File: src/rtl/core/assert_macros.svh
// Assertion macros shared by the column height interpolator RTL.
// Depends on nothing; included by the modules that carry checks.
`ifndef ASSERT_MACROS_SVH
`define ASSERT_MACROS_SVH

// prop must hold at every rising edge of clk while rst is low
`define CHI_ASSERT(lbl, clk, rst, prop) \
   lbl: assert property (@(posedge clk) disable iff (rst) prop) \
      else $error("chi assertion failed");

// expr must never be true at a rising edge of clk while rst is low
`define CHI_NEVER(lbl, clk, rst, expr) \
   lbl: assert property (@(posedge clk) disable iff (rst) !(expr)) \
      else $error("chi forbidden condition seen");

`endif

File: src/rtl/core/chi_pkg.sv
// Package for the column height interpolator: widths, register index,
// controller state type and the command/status structs. No dependencies.
package chi_pkg;

   // field widths
   localparam int GEO_W  = 32;
   localparam int WIND_W = 24;
   localparam int TGT_W  = 28;

   // datapath widths: products, numerator, magnitude, dividend
   localparam int DIFF_W = GEO_W + 2;          // target minus a level, signed
   localparam int PROD_W = 58;                 // wind times DIFF_W, signed
   localparam int MAG_W  = 56;                 // |numerator| plus half divisor
   localparam int DIV_STEPS = WIND_W;          // one quotient bit per step
   localparam int DIV_CNT_W = $clog2(DIV_STEPS);

   // configuration port
   localparam int CSR_ADDR_W = 3;
   localparam int CSR_DATA_W = 32;
   localparam logic CSR_IDX_TARGET = 1'b0;     // register index, byte address 0

   // result codes
   localparam logic STATUS_OK    = 1'b0;
   localparam logic STATUS_RANGE = 1'b1;

   typedef enum logic [2:0] {
      ST_IDLE,
      ST_MUL,
      ST_SUM,
      ST_ABS,
      ST_ROUND,
      ST_DIV
   } chi_state_type;

   typedef struct packed {
      logic load;       // accept a level word
      logic mul;        // form both weighted products
      logic sum;        // add products, form the span
      logic abs;        // take magnitude and sign
      logic round;      // add half span, seed the divider
      logic div_step;   // one restoring division step
      logic emit_ok;    // load the interpolated result
      logic emit_err;   // load the out-of-range result
   } chi_cmd_type;

   typedef struct packed {
      logic found;      // a bracketing pair exists after the current level
   } chi_status_type;

endpackage

File: src/rtl/core/chi_ctrl.sv
// Controller of the column height interpolator: handshakes, the state
// machine that sequences the datapath, and the result valid flag. Uses chi_pkg.
`include "assert_macros.svh"

module chi_ctrl import chi_pkg::*; (
   input  logic           clock,
   input  logic           reset,
   input  logic           req_tvalid,
   input  logic           req_tlast,
   output logic           req_tready,
   output logic           rsp_tvalid,
   input  logic           rsp_tready,
   input  chi_status_type dp_status,
   output chi_cmd_type    cmd
);

   chi_state_type        state_ff, state_in;
   logic [DIV_CNT_W-1:0] div_cnt_ff, div_cnt_in;
   logic                 rsp_valid_ff, rsp_valid_in;
   logic                 slot_free;
   logic                 req_fire;

   // the result register is free if empty or being read this cycle
   assign slot_free  = !rsp_valid_ff || rsp_tready;
   // a closing level also needs the result register; any level waits while a column is computed
   assign req_tready = (state_ff == ST_IDLE) && (!req_tlast || slot_free);
   assign req_fire   = req_tvalid && req_tready;
   assign rsp_tvalid = rsp_valid_ff;

   // next state and commands
   always_comb begin
      state_in     = state_ff;
      div_cnt_in   = div_cnt_ff;
      rsp_valid_in = rsp_valid_ff && !rsp_tready;
      cmd          = '0;
      unique case (state_ff)
         ST_IDLE: begin
            if (req_fire) begin
               cmd.load = 1'b1;
               if (req_tlast) begin
                  if (dp_status.found) begin
                     state_in = ST_MUL;
                  end else begin
                     cmd.emit_err = 1'b1;
                     rsp_valid_in = 1'b1;
                  end
               end
            end
         end
         ST_MUL: begin
            cmd.mul  = 1'b1;
            state_in = ST_SUM;
         end
         ST_SUM: begin
            cmd.sum  = 1'b1;
            state_in = ST_ABS;
         end
         ST_ABS: begin
            cmd.abs  = 1'b1;
            state_in = ST_ROUND;
         end
         ST_ROUND: begin
            cmd.round  = 1'b1;
            div_cnt_in = '0;
            state_in   = ST_DIV;
         end
         ST_DIV: begin
            cmd.div_step = 1'b1;
            if (div_cnt_ff == DIV_CNT_W'(DIV_STEPS - 1)) begin
               cmd.emit_ok  = 1'b1;
               rsp_valid_in = 1'b1;
               div_cnt_in   = '0;
               state_in     = ST_IDLE;
            end else begin
               div_cnt_in = div_cnt_ff + 1'b1;
            end
         end
         default: begin
            state_in   = ST_IDLE;
            div_cnt_in = '0;
         end
      endcase
   end

   always_ff @(posedge clock) begin
      if (reset) begin
         state_ff     <= ST_IDLE;
         div_cnt_ff   <= '0;
         rsp_valid_ff <= 1'b0;
      end else begin
         state_ff     <= state_in;
         div_cnt_ff   <= div_cnt_in;
         rsp_valid_ff <= rsp_valid_in;
      end
   end

   // the result register stays empty while a column is being computed
   `CHI_ASSERT(a_slot_empty_busy, clock, reset, state_ff != ST_IDLE |-> !rsp_valid_ff)
   // the step counter only runs inside the division
   `CHI_ASSERT(a_cnt_div_only, clock, reset, state_ff != ST_DIV |-> div_cnt_ff == '0)
   // a column without a bracketing pair answers on the next cycle
   `CHI_ASSERT(a_err_next, clock, reset, req_fire && req_tlast && !dp_status.found |=> rsp_valid_ff)

endmodule

File: config.mk
export PLATFORM = sky130hd
export DESIGN_NAME = chi_ctrl
export DESIGN_NICKNAME = d
export VERILOG_FILES = /design/src/rtl/core/chi_pkg.sv /design/src/rtl/core/chi_ctrl.sv
export VERILOG_INCLUDE_DIRS = /design/src /design/src/rtl/core
export SDC_FILE = /design/constraint.sdc
export NUM_CORES = 1
export LEC_CHECK = 0
export BUFFER_PORTS_ARGS = -buffer_cell sky130_fd_sc_hd__buf_2
export CAP_MARGIN = 20
export CORE_AREA = 2 2 39 41
export DETAILED_ROUTE_END_ITERATION = 10
export DIE_AREA = 0 0 41 43
export HOLD_SLACK_MARGIN = 0.05
export PLACE_DENSITY = 0.66
export SLEW_MARGIN = 20
export SYNTH_ARGS = -nofsm -noshare
export SYNTH_HDL_FRONTEND = slang
export SYNTH_SLANG_ARGS = --single-unit
File: constraint.sdc
create_clock -name clock -period 1.3 [get_ports clock]
set_input_delay 0.195 -clock clock [delete_from_list [all_inputs] [get_ports clock]]
set_output_delay 0.195 -clock clock [all_outputs]
set_load 0.02 [all_outputs]
==> impl_metrics.csv <==
group,metric,value,unit
global_routing,grt_start_max_net_pins,11,
min_path,hp-start,"reset",
cells_and_area,final_cell_mix,"buf_4 (20), buf_6 (13), dfxtp_2 (6), buf_2 (6), nand2_1 (4)",
pwr,p_leak,0.434,nW
detailed_routing,num_vias,620,
sta,fin_hold_ws,0.221,ns
sta,slew_viol_final,0,
synth,syn_nets,69,
cells_and_area,nets,109,
place,portBuffers,15,
critical_path,start_kind,"register",
floorplan,die_y,43,um
synth,synth_area,517,um^2
critical_path,arrival,1.56,ns
global_routing,grt.total_usage,0.205,
sta,rsz0062_at_grt,"true",
cells_and_area,drive_gt1_frac,0.703,
clock_network,htree_levels,1,
clock_network,cts_tree,"built",
job,cap_violations,0,
clock_network,clock_latency,0.27,ns
sta,worst_slack,-0.454,ns
critical_path,crit_path_start,"state_ff[2]",
place,post-place-ws,-0.210,ns
sta,finalSetupViolCount,12,
detailed_routing,drt-met1-wl,657,um
critical_path,required,1.11,ns
sta,worst_slew_pin_slew,0.304,ns
outcome,outcome,"finished, violations left",
detailed_routing,dr.pass1.iters,4,
detailed_routing,viasPerCell,5.30,
cells_and_area,fillers,112,
global_routing,antenna_found_initial,0,
detailed_routing,met3WireLength,74,um
sta,hold_viol_final,0,
sta,period_share,1.35,
global_routing,grt_first_pass_wirelength,2.41,mm
detailed_routing,postRouteAntennaNets,0,
synth,syn_inst,62,
global_routing,grt_pass1_vias,581,
floorplan,die-area,1760,um^2
global_routing,grt_overflow,0,
synth,synth_seq_cells,9,
floorplan,start_util,0.373,
synth,ys_warn_count,0,
min_path,worstHoldPathType,"primary input to register",
place,dp_hpwl,983,um
detailed_routing,drtIter0Drc,17,
outcome,violations,"negative setup slack",
pwr,ir_drop,0.000579,V
clock_network,numCtsBuffers,3,
synth,avgSynthCellArea,8.33,um^2
cells_and_area,multi_input_area,397,um^2
clock_network,cts.sinks,9,
sta,slew_headroom,0.797,
cells_and_area,syn2layout_area_growth,91.0,%
critical_path,crit_type,"register to output pin",
pwr,p_per_area,703,nW/um^2
sta,fin_crit,1.75,ns
detailed_routing,drc,0,
detailed_routing,drt-total-wl,1.72,mm
detailed_routing,routedWlPerCell,14.7,um
sta,finClkSkew,0.00693,ns
clock_network,ctsLongestPathBuffers,2,
critical_path,endpoint_kind,"output pin",
critical_path,r2r-start,"state_ff[2]",
floorplan,num_io_pins,16,
synth,yosysSeqAreaShare,0.349,
clock_network,path_clk_slew,0.07,ns
detailed_routing,routed-wl-met2,942,um
floorplan,coreArea,1380,um^2
cells_and_area,regArea,188,um^2
sta,tns,-2.47,ns
floorplan,die_w,41,um
sta,max_freq,570,MHz
floorplan,placementRows,14,
synth,synth_cell_type_count,33,
detailed_routing,highest_layer,"met4",
clock_network,root_buffer,"clkbuf_4",
critical_path,critPathMaxFanout,2,
cells_and_area,final_common_cell,"buf_4",
cells_and_area,antenna_cells,0,
place,gp_congestion,0.717,
report_power, final:
part | leakage, nW | internal (mW) | switching [mW]
combinational | 0.344 | 0.0949 | 0.0853
sequential | 0.0757 | 0.283 | 0.00385
clock | 0.0150 | 0.119 | 0.109
total | 0.434 | 0.497 | 0.198
registers in the layout, indices dropped and copies added (netlist names):
signal,flops
state_ff,3
rsp_tvalid,1
div_cnt_ff,5
area by class of cell:
cell class                      count  area share
Clock buffer                        4      0.0266
Timing Repair Buffer               39       0.331
Inverter                            4      0.0304
Tap cell                           16      0.0203
Multi-Input combinational cell     45       0.402
Sequential cell                     9       0.190
stage by stage:
stage                util  std cells  cell area, um^2  power [mW]
detailed placement  0.503        101              696       0.415
global route        0.713        117              987       0.736
floorplan               -         62              536       0.369
global placement    0.503        101              696       0.413
CTS                 0.596        107              825       0.660
finish              0.713        117              987       0.694
critical path, stage by stage, from the launching register on:
cell,delay [ns]
dfxtp_2,0.32
or3_4,0.38
or3_4,0.39
nor2_4,0.09
buf_6,0.11
per-layer routing:
metal  up-vias  GRT usage
met1       296      0.218
met3         4     0.0785
met2        18      0.350
met4         0     0.0600
met5         -          0
li1        302          -
logic make-up after synthesis:
family          share of synthesized area
simple gates                        0.354
flops                               0.349
compound gates                      0.196
buf+inv                            0.0775
fa+ha+maj                          0.0242
what timing repair did:
action	CTS	global route
pin swaps	6	6
setup buffers	2	10
resized for setup	30	24
hold buffers	0	0
endpoints found under the setup margin	12	15
final timing paths:
kind	slack, ns	end	depth (start not counted)
max reg2reg	-0.23	div_cnt_ff[3]	6
min	0.22	div_cnt_ff[3]	2
max	-0.45	cmd[0]	4
min reg2reg	0.52	rsp_tvalid	2
synth_stat cells:
cell type | number | area share
dfxtp_1 | 9 | 0.35
a21oi_1 | 5 | 0.048
nand2_1 | 5 | 0.036
inv_1 | 3 | 0.022
nor2_1 | 3 | 0.022
nor2b_1 | 3 | 0.036
a31oi_1 | 2 | 0.024
and2_1 | 2 | 0.024
buf_2 | 2 | 0.019
nand3_1 | 2 | 0.019
nand3b_1 | 2 | 0.029
nand4b_1 | 2 | 0.034
nor3b_1 | 2 | 0.029
a211o_1 | 1 | 0.017
a221oi_1 | 1 | 0.017
a22oi_1 | 1 | 0.015
a311oi_1 | 1 | 0.017
a41oi_1 | 1 | 0.017
and2b_2 | 1 | 0.017
and4b_1 | 1 | 0.019
buf_6 | 1 | 0.022
clkbuf_1 | 1 | 0.0073
ha_1 | 1 | 0.024
inv_2 | 1 | 0.0073
nand2b_1 | 1 | 0.012
nor3_1 | 1 | 0.0097
nor4b_1 | 1 | 0.017
o21a_1 | 1 | 0.015
o21ai_0 | 1 | 0.0097
o31a_1 | 1 | 0.017
or3_1 | 1 | 0.012
or3_4 | 1 | 0.022
or4_1 | 1 | 0.015
No activity file was read; power rests on OpenSTA's default activity.
